## src/rtl/core/ntcavg_pkg.sv

```systemverilog
package ntcavg_pkg;

   // Field and datapath widths.
   localparam int unsigned SAMPLE_W   = 12;
   localparam int unsigned TEMP_W     = 15;
   localparam int unsigned COUNT_W    = 4;
   localparam int unsigned NUM_W      = 20;
   localparam int unsigned DEN_W      = 19;
   localparam int unsigned RATIO_W    = 24;
   localparam int unsigned DIV_W      = 53;
   localparam int unsigned REM_W      = 40;
   localparam int unsigned DIVCNT_W   = 6;
   localparam int unsigned ACC_W      = 24;
   localparam int unsigned PAIR_W     = 16;
   localparam int unsigned LN_W       = 22;
   localparam int unsigned CSR_IDX_W  = 8;
   localparam int unsigned CSR_DATA_W = 17;

   // Fixed-point constants.
   localparam logic signed [LN_W-1:0]   LN2_Q16  = 22'sd45426;
   localparam logic signed [24:0]       OUT_MIN  = -25'sd5500;
   localparam logic signed [24:0]       OUT_MAX  = 25'sd15000;
   localparam logic signed [PAIR_W-1:0] PAIR_MAX = 16'sh7FFF;
   localparam logic signed [PAIR_W-1:0] PAIR_MIN = 16'sh8000;

   // Register indexes of the configuration port.
   typedef enum logic [CSR_IDX_W-1:0] {
      CSR_BETA   = 8'd0,
      CSR_TREF   = 8'd1,
      CSR_ZERO   = 8'd2,
      CSR_OFFSET = 8'd3
   } csr_index_type;

   typedef struct packed {
      logic [13:0] beta;
      logic [15:0] tref;
      logic [15:0] zero;
      logic [16:0] offset;
   } cfg_type;

   // One classified request as it waits between front and back.
   typedef struct packed {
      logic             bad;
      logic [NUM_W-1:0] num;
      logic [DEN_W-1:0] den;
   } entry_type;

   // Q16 table of ln(1 + k/16).
   function automatic logic [15:0] ln_entry(input logic [4:0] k);
      logic [15:0] v;
      unique case (k)
         5'd0:    v = 16'd0;
         5'd1:    v = 16'd3973;
         5'd2:    v = 16'd7719;
         5'd3:    v = 16'd11262;
         5'd4:    v = 16'd14624;
         5'd5:    v = 16'd17821;
         5'd6:    v = 16'd20870;
         5'd7:    v = 16'd23783;
         5'd8:    v = 16'd26573;
         5'd9:    v = 16'd29248;
         5'd10:   v = 16'd31818;
         5'd11:   v = 16'd34292;
         5'd12:   v = 16'd36675;
         5'd13:   v = 16'd38975;
         5'd14:   v = 16'd41196;
         5'd15:   v = 16'd43345;
         5'd16:   v = 16'd45426;
         default: v = 16'd0;
      endcase
      return v;
   endfunction

endpackage

```

## src/rtl/core/ntcavg_ifs.sv

```systemverilog
interface ntcavg_req_if import ntcavg_pkg::*; ();
   logic                valid;
   logic                ready;
   logic [SAMPLE_W-1:0] ntc_sample;
   logic [SAMPLE_W-1:0] ref_sample;
   modport source (output valid, ntc_sample, ref_sample, input ready);
   modport sink (input valid, ntc_sample, ref_sample, output ready);
endinterface

interface ntcavg_rsp_if import ntcavg_pkg::*; ();
   logic                     valid;
   logic                     ready;
   logic signed [TEMP_W-1:0] temperature_centi_c;
   logic                     range_error;
   modport source (output valid, temperature_centi_c, range_error, input ready);
   modport sink (input valid, temperature_centi_c, range_error, output ready);
endinterface

interface ntcavg_csr_if import ntcavg_pkg::*; ();
   logic                  valid;
   logic                  ready;
   logic [CSR_IDX_W-1:0]  index;
   logic [CSR_DATA_W-1:0] data;
   modport source (output valid, index, data, input ready);
   modport sink (input valid, index, data, output ready);
endinterface

```

## src/rtl/core/ntcavg_front.sv

```systemverilog
module ntcavg_front import ntcavg_pkg::*; (
   input  cfg_type           cfg,
   ntcavg_req_if.sink        req_chan,
   input  logic              queue_full,
   output logic              push,
   output entry_type         entry
);

   logic [SAMPLE_W-1:0] diff;

   // Take a request whenever the queue has room.
   assign req_chan.ready = !queue_full;
   assign push           = req_chan.valid && !queue_full;

   // Classify the pair and scale both sides of the resistance ratio.
   assign diff      = req_chan.ref_sample - req_chan.ntc_sample;
   assign entry.bad = (req_chan.ref_sample <= req_chan.ntc_sample);
   assign entry.num = NUM_W'(req_chan.ntc_sample) * NUM_W'(100) + NUM_W'(cfg.offset);
   assign entry.den = DEN_W'(diff) * DEN_W'(100);

endmodule

```

## src/rtl/core/ntcavg_queue.sv

```systemverilog
module ntcavg_queue import ntcavg_pkg::*; (
   input  logic      clock,
   input  logic      reset,
   input  logic      push,
   input  entry_type push_entry,
   output logic      full,
   input  logic      pop,
   output logic      empty,
   output entry_type head
);

   entry_type  slot_ff [2];
   logic       wr_ptr_ff, wr_ptr_in;
   logic       rd_ptr_ff, rd_ptr_in;
   logic [1:0] count_ff, count_in;

   assign full  = (count_ff == 2'd2);
   assign empty = (count_ff == 2'd0);
   assign head  = slot_ff[rd_ptr_ff];

   // Pointer and fill count updates.
   always_comb begin
      wr_ptr_in = wr_ptr_ff ^ push;
      rd_ptr_in = rd_ptr_ff ^ pop;
      count_in  = count_ff + 2'(push) - 2'(pop);
   end

   always_ff @(posedge clock) begin
      if (reset) begin
         wr_ptr_ff <= 1'b0;
         rd_ptr_ff <= 1'b0;
         count_ff  <= 2'd0;
      end else begin
         wr_ptr_ff <= wr_ptr_in;
         rd_ptr_ff <= rd_ptr_in;
         count_ff  <= count_in;
      end
   end

   // Entry storage.
   always_ff @(posedge clock) begin
      if (push) begin
         slot_ff[wr_ptr_ff] <= push_entry;
      end
   end

endmodule

```

## src/rtl/core/ntcavg_back.sv

```systemverilog
module ntcavg_back import ntcavg_pkg::*; #(
   parameter int unsigned SAMPLES = 10
) (
   input  logic       clock,
   input  logic       reset,
   input  cfg_type    cfg,
   input  logic       queue_empty,
   input  entry_type  head,
   output logic       pop,
   ntcavg_rsp_if.source rsp_chan
);

   // Reciprocal of the window length; exact for every 24-bit magnitude.
   localparam logic [28:0] MEAN_RECIP = 29'((2**28 + SAMPLES - 1) / SAMPLES);

   typedef enum logic [13:0] {
      ST_IDLE   = 14'b00000000000001,
      ST_RDIV   = 14'b00000000000010,
      ST_RCLAMP = 14'b00000000000100,
      ST_NORM   = 14'b00000000001000,
      ST_LNMUL  = 14'b00000000010000,
      ST_LNSUM  = 14'b00000000100000,
      ST_TMUL   = 14'b00000001000000,
      ST_TLOAD  = 14'b00000010000000,
      ST_TDIV   = 14'b00000100000000,
      ST_TCONV  = 14'b00001000000000,
      ST_ACC    = 14'b00010000000000,
      ST_COUNT  = 14'b00100000000000,
      ST_MDIV   = 14'b01000000000000,
      ST_EMIT   = 14'b10000000000000
   } state_type;

   state_type                state_ff, state_in;
   logic                     rsp_valid_ff, rsp_valid_in;
   logic signed [ACC_W-1:0]  acc_ff, acc_in;
   logic [COUNT_W-1:0]       cnt_ff, cnt_in;
   logic                     err_ff, err_in;

   logic [DIV_W-1:0]         quo_ff, quo_in;
   logic [REM_W-1:0]         rem_ff, rem_in;
   logic [REM_W-1:0]         divisor_ff, divisor_in;
   logic [DIVCNT_W-1:0]      dcnt_ff, dcnt_in;
   logic [RATIO_W-1:0]       norm_ff, norm_in;
   logic [4:0]               p_ff, p_in;
   logic [16:0]              lnm_ff, lnm_in;
   logic signed [LN_W-1:0]   l_ff, l_in;
   logic [29:0]              tb_ff, tb_in;
   logic signed [38:0]       tl_ff, tl_in;
   logic signed [PAIR_W-1:0] pair_ff, pair_in;
   logic                     mneg_ff, mneg_in;
   logic signed [TEMP_W-1:0] temp_ff, temp_in;
   logic                     rerr_ff, rerr_in;

   logic [REM_W-1:0]         rem_shift, rem_sub;
   logic                     rem_ge, div_last, slot_free;
   logic [3:0]               ln_k;
   logic [18:0]              ln_r;
   logic [15:0]              ln_base, ln_next;
   logic [11:0]              ln_diff;
   logic [30:0]              ln_prod;
   logic signed [5:0]        p_signed;
   logic [36:0]              tnum;
   logic [20:0]              bk;
   logic signed [REM_W-1:0]  tden;
   logic signed [54:0]       cdiff;
   logic [ACC_W-1:0]         mag;
   logic [52:0]              mean_prod;
   logic signed [24:0]       mean;

   assign rsp_chan.valid               = rsp_valid_ff;
   assign rsp_chan.temperature_centi_c = temp_ff;
   assign rsp_chan.range_error         = rerr_ff;

   // One restoring step of the shared divider.
   assign rem_shift = {rem_ff[REM_W-2:0], quo_ff[DIV_W-1]};
   assign rem_ge    = (rem_shift >= divisor_ff);
   assign rem_sub   = rem_shift - divisor_ff;
   assign div_last  = (dcnt_ff == DIVCNT_W'(DIV_W - 1));
   assign slot_free = !rsp_valid_ff || rsp_chan.ready;

   // Log interpolation terms from the normalized ratio.
   assign ln_k     = norm_ff[22:19];
   assign ln_r     = norm_ff[18:0];
   assign ln_base  = ln_entry({1'b0, ln_k});
   assign ln_next  = ln_entry({1'b0, ln_k} + 5'd1);
   assign ln_diff  = 12'(ln_next - ln_base);
   assign ln_prod  = 31'(ln_diff) * 31'(ln_r);
   assign p_signed = $signed({1'b0, p_ff}) - 6'sd16;

   // Beta equation operands.
   assign tnum  = 37'(tb_ff) * 37'd100;
   assign bk    = 21'(cfg.beta) * 21'd100;
   assign tden  = $signed({3'b0, bk, 16'h0}) + REM_W'(tl_ff);
   assign cdiff = $signed({2'b0, quo_ff}) - $signed({39'b0, cfg.zero});
   assign mag   = acc_ff[ACC_W-1] ? ACC_W'(-acc_ff) : acc_ff;

   // Window mean magnitude by reciprocal multiplication.
   assign mean_prod = 53'(quo_ff[23:0]) * 53'(MEAN_RECIP);
   assign mean  = mneg_ff ? -$signed({1'b0, quo_ff[23:0]}) : $signed({1'b0, quo_ff[23:0]});

   // Sequencer for one pair, and the window mean at its end.
   always_comb begin
      state_in     = state_ff;
      rsp_valid_in = rsp_valid_ff && !rsp_chan.ready;
      acc_in       = acc_ff;
      cnt_in       = cnt_ff;
      err_in       = err_ff;
      quo_in       = quo_ff;
      rem_in       = rem_ff;
      divisor_in   = divisor_ff;
      dcnt_in      = dcnt_ff;
      norm_in      = norm_ff;
      p_in         = p_ff;
      lnm_in       = lnm_ff;
      l_in         = l_ff;
      tb_in        = tb_ff;
      tl_in        = tl_ff;
      pair_in      = pair_ff;
      mneg_in      = mneg_ff;
      temp_in      = temp_ff;
      rerr_in      = rerr_ff;
      pop          = 1'b0;
      unique case (state_ff)
         ST_IDLE: begin
            if (!queue_empty) begin
               pop = 1'b1;
               if (head.bad) begin
                  err_in   = 1'b1;
                  state_in = ST_COUNT;
               end else begin
                  quo_in     = DIV_W'({head.num, 16'h0});
                  rem_in     = '0;
                  divisor_in = REM_W'(head.den);
                  dcnt_in    = '0;
                  state_in   = ST_RDIV;
               end
            end
         end
         ST_RDIV, ST_TDIV: begin
            quo_in  = {quo_ff[DIV_W-2:0], rem_ge};
            rem_in  = rem_ge ? rem_sub : rem_shift;
            dcnt_in = dcnt_ff + 1'b1;
            if (div_last) begin
               if (state_ff == ST_RDIV) begin
                  state_in = ST_RCLAMP;
               end else begin
                  state_in = ST_TCONV;
               end
            end
         end
         ST_RCLAMP: begin
            // Clamp the ratio to the Q8.16 code range.
            if (|quo_ff[DIV_W-1:RATIO_W]) begin
               norm_in = '1;
            end else if (quo_ff[RATIO_W-1:0] == '0) begin
               norm_in = RATIO_W'(1);
            end else begin
               norm_in = quo_ff[RATIO_W-1:0];
            end
            p_in     = 5'd23;
            state_in = ST_NORM;
         end
         ST_NORM: begin
            if (norm_ff[RATIO_W-1] || (p_ff == 5'd0)) begin
               state_in = ST_LNMUL;
            end else begin
               norm_in = {norm_ff[RATIO_W-2:0], 1'b0};
               p_in    = p_ff - 5'd1;
            end
         end
         ST_LNMUL: begin
            lnm_in   = 17'(ln_base) + 17'(ln_prod[30:19]);
            state_in = ST_LNSUM;
         end
         ST_LNSUM: begin
            l_in     = LN_W'(p_signed) * LN2_Q16 + $signed({5'b0, lnm_ff});
            state_in = ST_TMUL;
         end
         ST_TMUL: begin
            tb_in    = 30'(cfg.beta) * 30'(cfg.tref);
            tl_in    = $signed({23'b0, cfg.tref}) * 39'(l_ff);
            state_in = ST_TLOAD;
         end
         ST_TLOAD: begin
            // A denominator at or below zero means a temperature past infinity.
            if (tden <= 0) begin
               pair_in  = PAIR_MAX;
               state_in = ST_ACC;
            end else begin
               quo_in     = {tnum, 16'h0};
               rem_in     = '0;
               divisor_in = REM_W'(tden);
               dcnt_in    = '0;
               state_in   = ST_TDIV;
            end
         end
         ST_TCONV: begin
            if (cdiff > 55'sd32767) begin
               pair_in = PAIR_MAX;
            end else if (cdiff < -55'sd32768) begin
               pair_in = PAIR_MIN;
            end else begin
               pair_in = cdiff[PAIR_W-1:0];
            end
            state_in = ST_ACC;
         end
         ST_ACC: begin
            acc_in   = acc_ff + ACC_W'(pair_ff);
            state_in = ST_COUNT;
         end
         ST_COUNT: begin
            if ((cnt_ff + 1'b1) == COUNT_W'(SAMPLES)) begin
               mneg_in  = acc_ff[ACC_W-1];
               quo_in   = DIV_W'(mag);
               state_in = ST_MDIV;
            end else begin
               cnt_in   = cnt_ff + 1'b1;
               state_in = ST_IDLE;
            end
         end
         ST_MDIV: begin
            quo_in   = DIV_W'(mean_prod[52:28]);
            state_in = ST_EMIT;
         end
         ST_EMIT: begin
            if (slot_free) begin
               if (mean < OUT_MIN) begin
                  temp_in = TEMP_W'(OUT_MIN);
               end else if (mean > OUT_MAX) begin
                  temp_in = TEMP_W'(OUT_MAX);
               end else begin
                  temp_in = mean[TEMP_W-1:0];
               end
               rerr_in      = err_ff;
               rsp_valid_in = 1'b1;
               acc_in       = '0;
               cnt_in       = '0;
               err_in       = 1'b0;
               state_in     = ST_IDLE;
            end
         end
         default: begin
            state_in = ST_IDLE;
         end
      endcase
   end

   // Control state.
   always_ff @(posedge clock) begin
      if (reset) begin
         state_ff     <= ST_IDLE;
         rsp_valid_ff <= 1'b0;
         acc_ff       <= '0;
         cnt_ff       <= '0;
         err_ff       <= 1'b0;
      end else begin
         state_ff     <= state_in;
         rsp_valid_ff <= rsp_valid_in;
         acc_ff       <= acc_in;
         cnt_ff       <= cnt_in;
         err_ff       <= err_in;
      end
   end

   // Datapath registers.
   always_ff @(posedge clock) begin
      quo_ff     <= quo_in;
      rem_ff     <= rem_in;
      divisor_ff <= divisor_in;
      dcnt_ff    <= dcnt_in;
      norm_ff    <= norm_in;
      p_ff       <= p_in;
      lnm_ff     <= lnm_in;
      l_ff       <= l_in;
      tb_ff      <= tb_in;
      tl_ff      <= tl_in;
      pair_ff    <= pair_in;
      mneg_ff    <= mneg_in;
      temp_ff    <= temp_in;
      rerr_ff    <= rerr_in;
   end

`ifndef SYNTHESIS
   // The window count never reaches the window length between requests.
   assert property (@(posedge clock) disable iff (reset) cnt_ff < COUNT_W'(SAMPLES))
      else $error("window count out of range");

   // The log step only starts on a normalized ratio.
   assert property (@(posedge clock) disable iff (reset)
      (state_ff == ST_LNMUL) |-> (norm_ff[RATIO_W-1] || (p_ff == 5'd0)))
      else $error("ratio not normalized");

   // Emitting a mean clears the window and presents the result.
   assert property (@(posedge clock) disable iff (reset)
      (state_ff == ST_EMIT && slot_free) |=>
      (acc_ff == '0 && cnt_ff == '0 && !err_ff && rsp_valid_ff))
      else $error("window not cleared on emit");
`endif

endmodule

```

## src/rtl/core/ntc_temperature_averager_top.sv

```systemverilog
// Channel   | Direction | Payload
// req_chan  | in        | ntc_sample[11:0], ref_sample[11:0]
// rsp_chan  | out       | temperature_centi_c[14:0] signed, range_error
// csr_chan  | in        | index[7:0], data[16:0]
//
// A valid pair in the back end runs two 53-step divider passes with log
// normalization between them, or only the first pass if the beta denominator is
// not positive. A pair whose reference does not exceed its sample skips the ratio,
// log and beta steps, and the last pair of a window adds the mean multiply and emit.
// Reset is synchronous and active high; it restores the register defaults.
// A two-entry queue takes requests while the back end works; the result register
// lets the back end continue while a response stalls.
module ntc_temperature_averager_top import ntcavg_pkg::*; #(
   parameter int unsigned SAMPLES = 10
) (
   input logic          clock,
   input logic          reset,
   ntcavg_req_if.sink   req_chan,
   ntcavg_rsp_if.source rsp_chan,
   ntcavg_csr_if.sink   csr_chan
);

   cfg_type   cfg_ff, cfg_in;
   logic      push, pop, queue_full, queue_empty;
   entry_type push_entry, head;

   // Configuration registers; writes beyond the list are dropped.
   assign csr_chan.ready = 1'b1;

   always_comb begin
      cfg_in = cfg_ff;
      if (csr_chan.valid) begin
         unique case (csr_chan.index)
            CSR_BETA:   cfg_in.beta   = csr_chan.data[13:0];
            CSR_TREF:   cfg_in.tref   = csr_chan.data[15:0];
            CSR_ZERO:   cfg_in.zero   = csr_chan.data[15:0];
            CSR_OFFSET: cfg_in.offset = csr_chan.data[16:0];
            default:    cfg_in = cfg_ff;
         endcase
      end
   end

   always_ff @(posedge clock) begin
      if (reset) begin
         cfg_ff.beta   <= 14'd4250;
         cfg_ff.tref   <= 16'd29815;
         cfg_ff.zero   <= 16'd27315;
         cfg_ff.offset <= 17'd21854;
      end else begin
         cfg_ff <= cfg_in;
      end
   end

   // Front end: accept and classify requests.
   ntcavg_front u_front (
      .cfg        (cfg_ff),
      .req_chan   (req_chan),
      .queue_full (queue_full),
      .push       (push),
      .entry      (push_entry)
   );

   // Queue between the two halves.
   ntcavg_queue u_queue (
      .clock      (clock),
      .reset      (reset),
      .push       (push),
      .push_entry (push_entry),
      .full       (queue_full),
      .pop        (pop),
      .empty      (queue_empty),
      .head       (head)
   );

   // Back end: ratio, log, beta equation and window mean.
   ntcavg_back #(
      .SAMPLES (SAMPLES)
   ) u_back (
      .clock       (clock),
      .reset       (reset),
      .cfg         (cfg_ff),
      .queue_empty (queue_empty),
      .head        (head),
      .pop         (pop),
      .rsp_chan    (rsp_chan)
   );

endmodule
```

## src/flat_wrapper.sv

```systemverilog
// flat-port wrapper written by rule: the top's interface ports become plain ports
module ntc_temperature_averager_top_flat import ntcavg_pkg::*;
#(
   parameter int unsigned SAMPLES = 10
)
  (clock, reset, req_chan_valid, req_chan_ntc_sample, req_chan_ref_sample, req_chan_ready, rsp_chan_valid, rsp_chan_temperature_centi_c, rsp_chan_range_error, rsp_chan_ready, csr_chan_valid, csr_chan_index, csr_chan_data, csr_chan_ready);
  ntcavg_req_if req_chan_i ();
  ntcavg_rsp_if rsp_chan_i ();
  ntcavg_csr_if csr_chan_i ();
  input logic clock;
  input logic reset;
  input wire logic [$bits(req_chan_i.valid)-1:0] req_chan_valid;
  input wire logic [$bits(req_chan_i.ntc_sample)-1:0] req_chan_ntc_sample;
  input wire logic [$bits(req_chan_i.ref_sample)-1:0] req_chan_ref_sample;
  output wire logic [$bits(req_chan_i.ready)-1:0] req_chan_ready;
  output wire logic [$bits(rsp_chan_i.valid)-1:0] rsp_chan_valid;
  output wire logic [$bits(rsp_chan_i.temperature_centi_c)-1:0] rsp_chan_temperature_centi_c;
  output wire logic [$bits(rsp_chan_i.range_error)-1:0] rsp_chan_range_error;
  input wire logic [$bits(rsp_chan_i.ready)-1:0] rsp_chan_ready;
  input wire logic [$bits(csr_chan_i.valid)-1:0] csr_chan_valid;
  input wire logic [$bits(csr_chan_i.index)-1:0] csr_chan_index;
  input wire logic [$bits(csr_chan_i.data)-1:0] csr_chan_data;
  output wire logic [$bits(csr_chan_i.ready)-1:0] csr_chan_ready;
  assign req_chan_i.valid = req_chan_valid;
  assign req_chan_i.ntc_sample = req_chan_ntc_sample;
  assign req_chan_i.ref_sample = req_chan_ref_sample;
  assign req_chan_ready = req_chan_i.ready;
  assign rsp_chan_valid = rsp_chan_i.valid;
  assign rsp_chan_temperature_centi_c = rsp_chan_i.temperature_centi_c;
  assign rsp_chan_range_error = rsp_chan_i.range_error;
  assign rsp_chan_i.ready = rsp_chan_ready;
  assign csr_chan_i.valid = csr_chan_valid;
  assign csr_chan_i.index = csr_chan_index;
  assign csr_chan_i.data = csr_chan_data;
  assign csr_chan_ready = csr_chan_i.ready;
  ntc_temperature_averager_top #(.SAMPLES(SAMPLES)) u_core (.clock(clock), .reset(reset), .req_chan(req_chan_i), .rsp_chan(rsp_chan_i), .csr_chan(csr_chan_i));
endmodule
```

## config.mk

```make
export PLATFORM = sky130hd
export DESIGN_NAME = ntc_temperature_averager_top_flat
export DESIGN_NICKNAME = d
export VERILOG_FILES = /design/src/rtl/core/ntcavg_pkg.sv /design/src/rtl/core/ntcavg_ifs.sv /design/src/rtl/core/ntcavg_front.sv /design/src/rtl/core/ntcavg_queue.sv /design/src/rtl/core/ntcavg_back.sv /design/src/rtl/core/ntc_temperature_averager_top.sv /design/src/flat_wrapper.sv
export SDC_FILE = /design/constraint.sdc
export NUM_CORES = 2
export LEC_CHECK = 0
export ABC_AREA = 1
export BUFFER_PORTS_ARGS = -buffer_cell sky130_fd_sc_hd__buf_2
export CORE_UTILIZATION = 40
export CTS_BUF_LIST = sky130_fd_sc_hd__clkbuf_2
export CTS_CLUSTER_SIZE = 24
export DETAILED_ROUTE_END_ITERATION = 10
export GPL_ROUTABILITY_DRIVEN = 0
export PLACE_DENSITY = 0.54
export SLEW_MARGIN = 20
export SYNTH_ARGS = -nofsm -noshare
export SYNTH_HDL_FRONTEND = slang
export SYNTH_SLANG_ARGS = --single-unit
```

## constraint.sdc

```tcl
create_clock -name clock -period 11.8 [get_ports clock]
set_input_delay 1.18 -clock clock [delete_from_list [all_inputs] [get_ports clock]]
set_output_delay 1.18 -clock clock [all_outputs]
set_load 0.01 [all_outputs]
```

==> flow_summary.toml <==
[run_status]
status = "completed"

[detailed_routing]
wl_um = 235500
antenna_left = 0
via_per_inst = 5.104
drt_iter0_markers = 4197
drcViolationCount = 0
via_count = 63270
routedWlPerCell_um = 19.00
drtPass1Iterations = 6

[worst_hold_path]
worstHoldStart = "req_chan_ref_sample[1]"
hold_path_depth = 2
hold_path_class = "input port to flip-flop"
min_to = "u_core.u_queue.slot_ff[1][1]"

[worst_setup_path]
r2r_setup_slack_ns = 0.81
cp-start-kind = "flip-flop"
cp.arrival_ns = 12.26
crit_top_cell = "inv_1"
r2r_cells = 45
crit_fanout = 19
reg2reg_to = "u_core.u_back.lnm_ff[13]"
critPathKind = "flip-flop to flip-flop"
cp_slowest_cell = "xnor2_2"
max_stage_delay_ns = 0.73
worstReg2RegStart = "u_core.u_back.norm_ff[19]"
cp.required_ns = 13.07
cp-end-kind = "flip-flop"

[timing]
clock_skew_ns = 0.2109
rsz0062_at_grt = "no"
period_minus_slack_ns = 10.99
period_share_pct = 93.09
max_slew.worst_pin.slew_ns = 1.115
tns_ns = 0
hold_violations = 0
setup_viol = 0
slew-limit-headroom_pct = 25.66
fmax_ghz = 0.09103
slew_violations = 0

[clock_tree]
numCtsBuffers = 152
cts_tree = "yes"
htree_num_levels = 4
cts_setup_buffers = 0
root_buffer = "clkbuf_2"
clk_pin_slew_ns = 0.09
clock_path_buffers = 3
cts.sinks = 511
clk_latency_ns = 1.64

[yosys]
ys_top_cells_by_area = "fa_1, ha_1, edfxtp_1"
synthAdderAreaFrac_pct = 40.74
synthMuxAreaShare_pct = 0.1663
ys_ff_latch = 511
ys_types = 76
synth_top_area_share_pct = 24.84
ys.flop_type = "edfxtp_1"
synth-simple-area-share_pct = 16.35
synth-compound-area-share_pct = 8.944
yosysSeqAreaShare_pct = 17.99
synth_top_family_by_area = "adder cells"
syn_area_per_cell_um2 = 8.086
synth_edf_count = 384
ys_async_sr_fraction_pct = 0
syn-instance-count = 9676
syn_area_um2 = 78240
yosysTopAreaCell = "fa_1"
ys_warn_count = 0
syn_nets = 11700
synth_xor_area_share_pct = 3.221

[grt]
grt_max_degree = 71
antenna_found_initial = 7
grt_pass1_wl_um = 369000
overflow = 0
grt_usage_pct = 24.04
grt_pass1_vias = 65230

[die]
die_w_um = 444.3
ios = 73
rows = 161
initial_core_util_pct = 40.46
core_region_area_um2 = 193400
die_y_um = 444.3
die_area_um2 = 197400

[placement]
port_buffers = 71
dp_hpwl_um = 188600

[flow_run]
maxCapViolations = 0

[cells_and_area]
drive_above_1_share_pct = 5.688
syn2layout_area_growth_pct = 6.129
fin_nets = 11760
most-common-layout-cells = "inv_1, nand2_1, ha_1"
final_common_cell = "inv_1"
worst max-delay path: cells and delay by family (launching register included):
| family | cells | cell delay [ns] |
|---|---|---|
| AO/OA/AOI/OAI | 12 | 2.28 |
| XOR/XNOR | 3 | 1.09 |
| adder cells (fa/ha/maj) | 10 | 4.47 |
| buffers and inverters | 7 | 0.60 |
| flip-flops | 1 | 0.58 |
| AND/OR/NAND/NOR | 13 | 1.70 |
cells in the mapped netlist (19+ instances only):
master    instances
inv_1          2332
nand2_1        1879
ha_1            994
fa_1            971
nor2_1          580
a21oi_1         537
edfxtp_1        384
o21ai_0         331
nand3_1         268
xor2_1          190
clkbuf_1        182
dfxtp_1         127
xnor2_1          94
nor3_1           83
or2_2            59
a31oi_1          55
nand4_1          55
o211ai_1         53
buf_1            45
a21o_1           33
nor4_1           31
o31ai_1          31
o21a_1           27
o21bai_1         26
a22oi_1          24
o21ai_1          24
nand2_2          23
o221ai_1         23
inv_2            19
cells by family after synthesis:
family / Yosys count
other: 1
XOR/XNOR: 286
multiplexers: 13
buffers and inverters: 2609
flip-flops: 511
AND/OR/NAND/NOR: 3064
adder cells (fa/ha/maj): 1965
AO/OA/AOI/OAI: 1227
sequential cells by signal, indices dropped and copies added, names as in the netlist, 2 cells and up:
register,count
u_core.cfg_ff,63
u_core.u_back.acc_ff,24
u_core.u_back.cnt_ff,4
u_core.u_back.dcnt_ff,6
u_core.u_back.divisor_ff,40
u_core.u_back.l_ff,22
u_core.u_back.ln_base,16
u_core.u_back.lnm_ff,17
u_core.u_back.norm_ff,24
u_core.u_back.p_ff,5
u_core.u_back.pair_ff,16
u_core.u_back.quo_ff,53
u_core.u_back.rem_ff,39
u_core.u_back.rsp_chan.temperature_centi_c,15
u_core.u_back.state_ff,14
u_core.u_back.tb_ff,30
u_core.u_back.tl_ff,39
u_core.u_queue.count_ff,2
u_core.u_queue.slot_ff,76
per-layer routing:
metal,share of wire [%],vias up,track usage (%)
met5,0.0089,-,0
met4,3.0,4,7.389
met3,5.5,359,3.292
met2,47,1745,39.87
met1,45,30850,32.42
li1,-,30320,-
worst max path at each step:
stage / start / end / slack, ns
6_report: u_core.u_back.norm_ff[19] / u_core.u_back.lnm_ff[13] / 0.81
5_1_grt: u_core.u_back.norm_ff[19] / u_core.u_back.lnm_ff[13] / 0.02
4_1_cts: u_core.u_back.norm_ff[19] / u_core.u_back.lnm_ff[13] / 0.95
3_5_place_dp: u_core.u_back.norm_ff[19] / u_core.u_back.lnm_ff[15] / 0.96
3_3_place_gp: u_core.u_back.norm_ff[19] / u_core.u_back.lnm_ff[15] / 1.06
2_1_floorplan: u_core.u_back.norm_ff[20] / u_core.u_back.lnm_ff[15] / 2.59
layout make-up:
cell class | count | area (um^2)
inverter | 2361 | 8865
multi-input combinational | 6556 | 54370
clock inverter | 61 | 376.6
antenna | 7 | 17.52
fill | 19680 | 110300
clock buffer | 213 | 1066
sequential | 511 | 14070
timing repair buffer | 161 | 1110
tap | 2526 | 3161
through the flow:
stage | hold WS [ns] | setup WS (ns) | utilization, % | std cells | area, um^2
2_1_floorplan | 0.4003 | 2.591 | - | 9676 | 78240
4_1_cts | 0.00008271 | 0.9470 | 42.91 | 12390 | 82980
5_1_grt | 0.03005 | 0.01996 | 42.94 | 12400 | 83040
3_3_place_gp | 0.4241 | 1.064 | 42.05 | 12090 | 81320
6_report | 0.2452 | 0.8150 | 42.94 | 12400 | 83040
3_5_place_dp | 0.4139 | 0.9644 | 42.05 | 12090 | 81320
what timing repair did:
action / in CTS / in global routing
gates resized for setup: 0 / 0
endpoints found under the hold margin: 68 / 0
hold buffers: 22 / 0
Power is left out: the tool's default activity adds up to more than one toggle a clock period on the data nets, which glitch-free logic cannot reach.
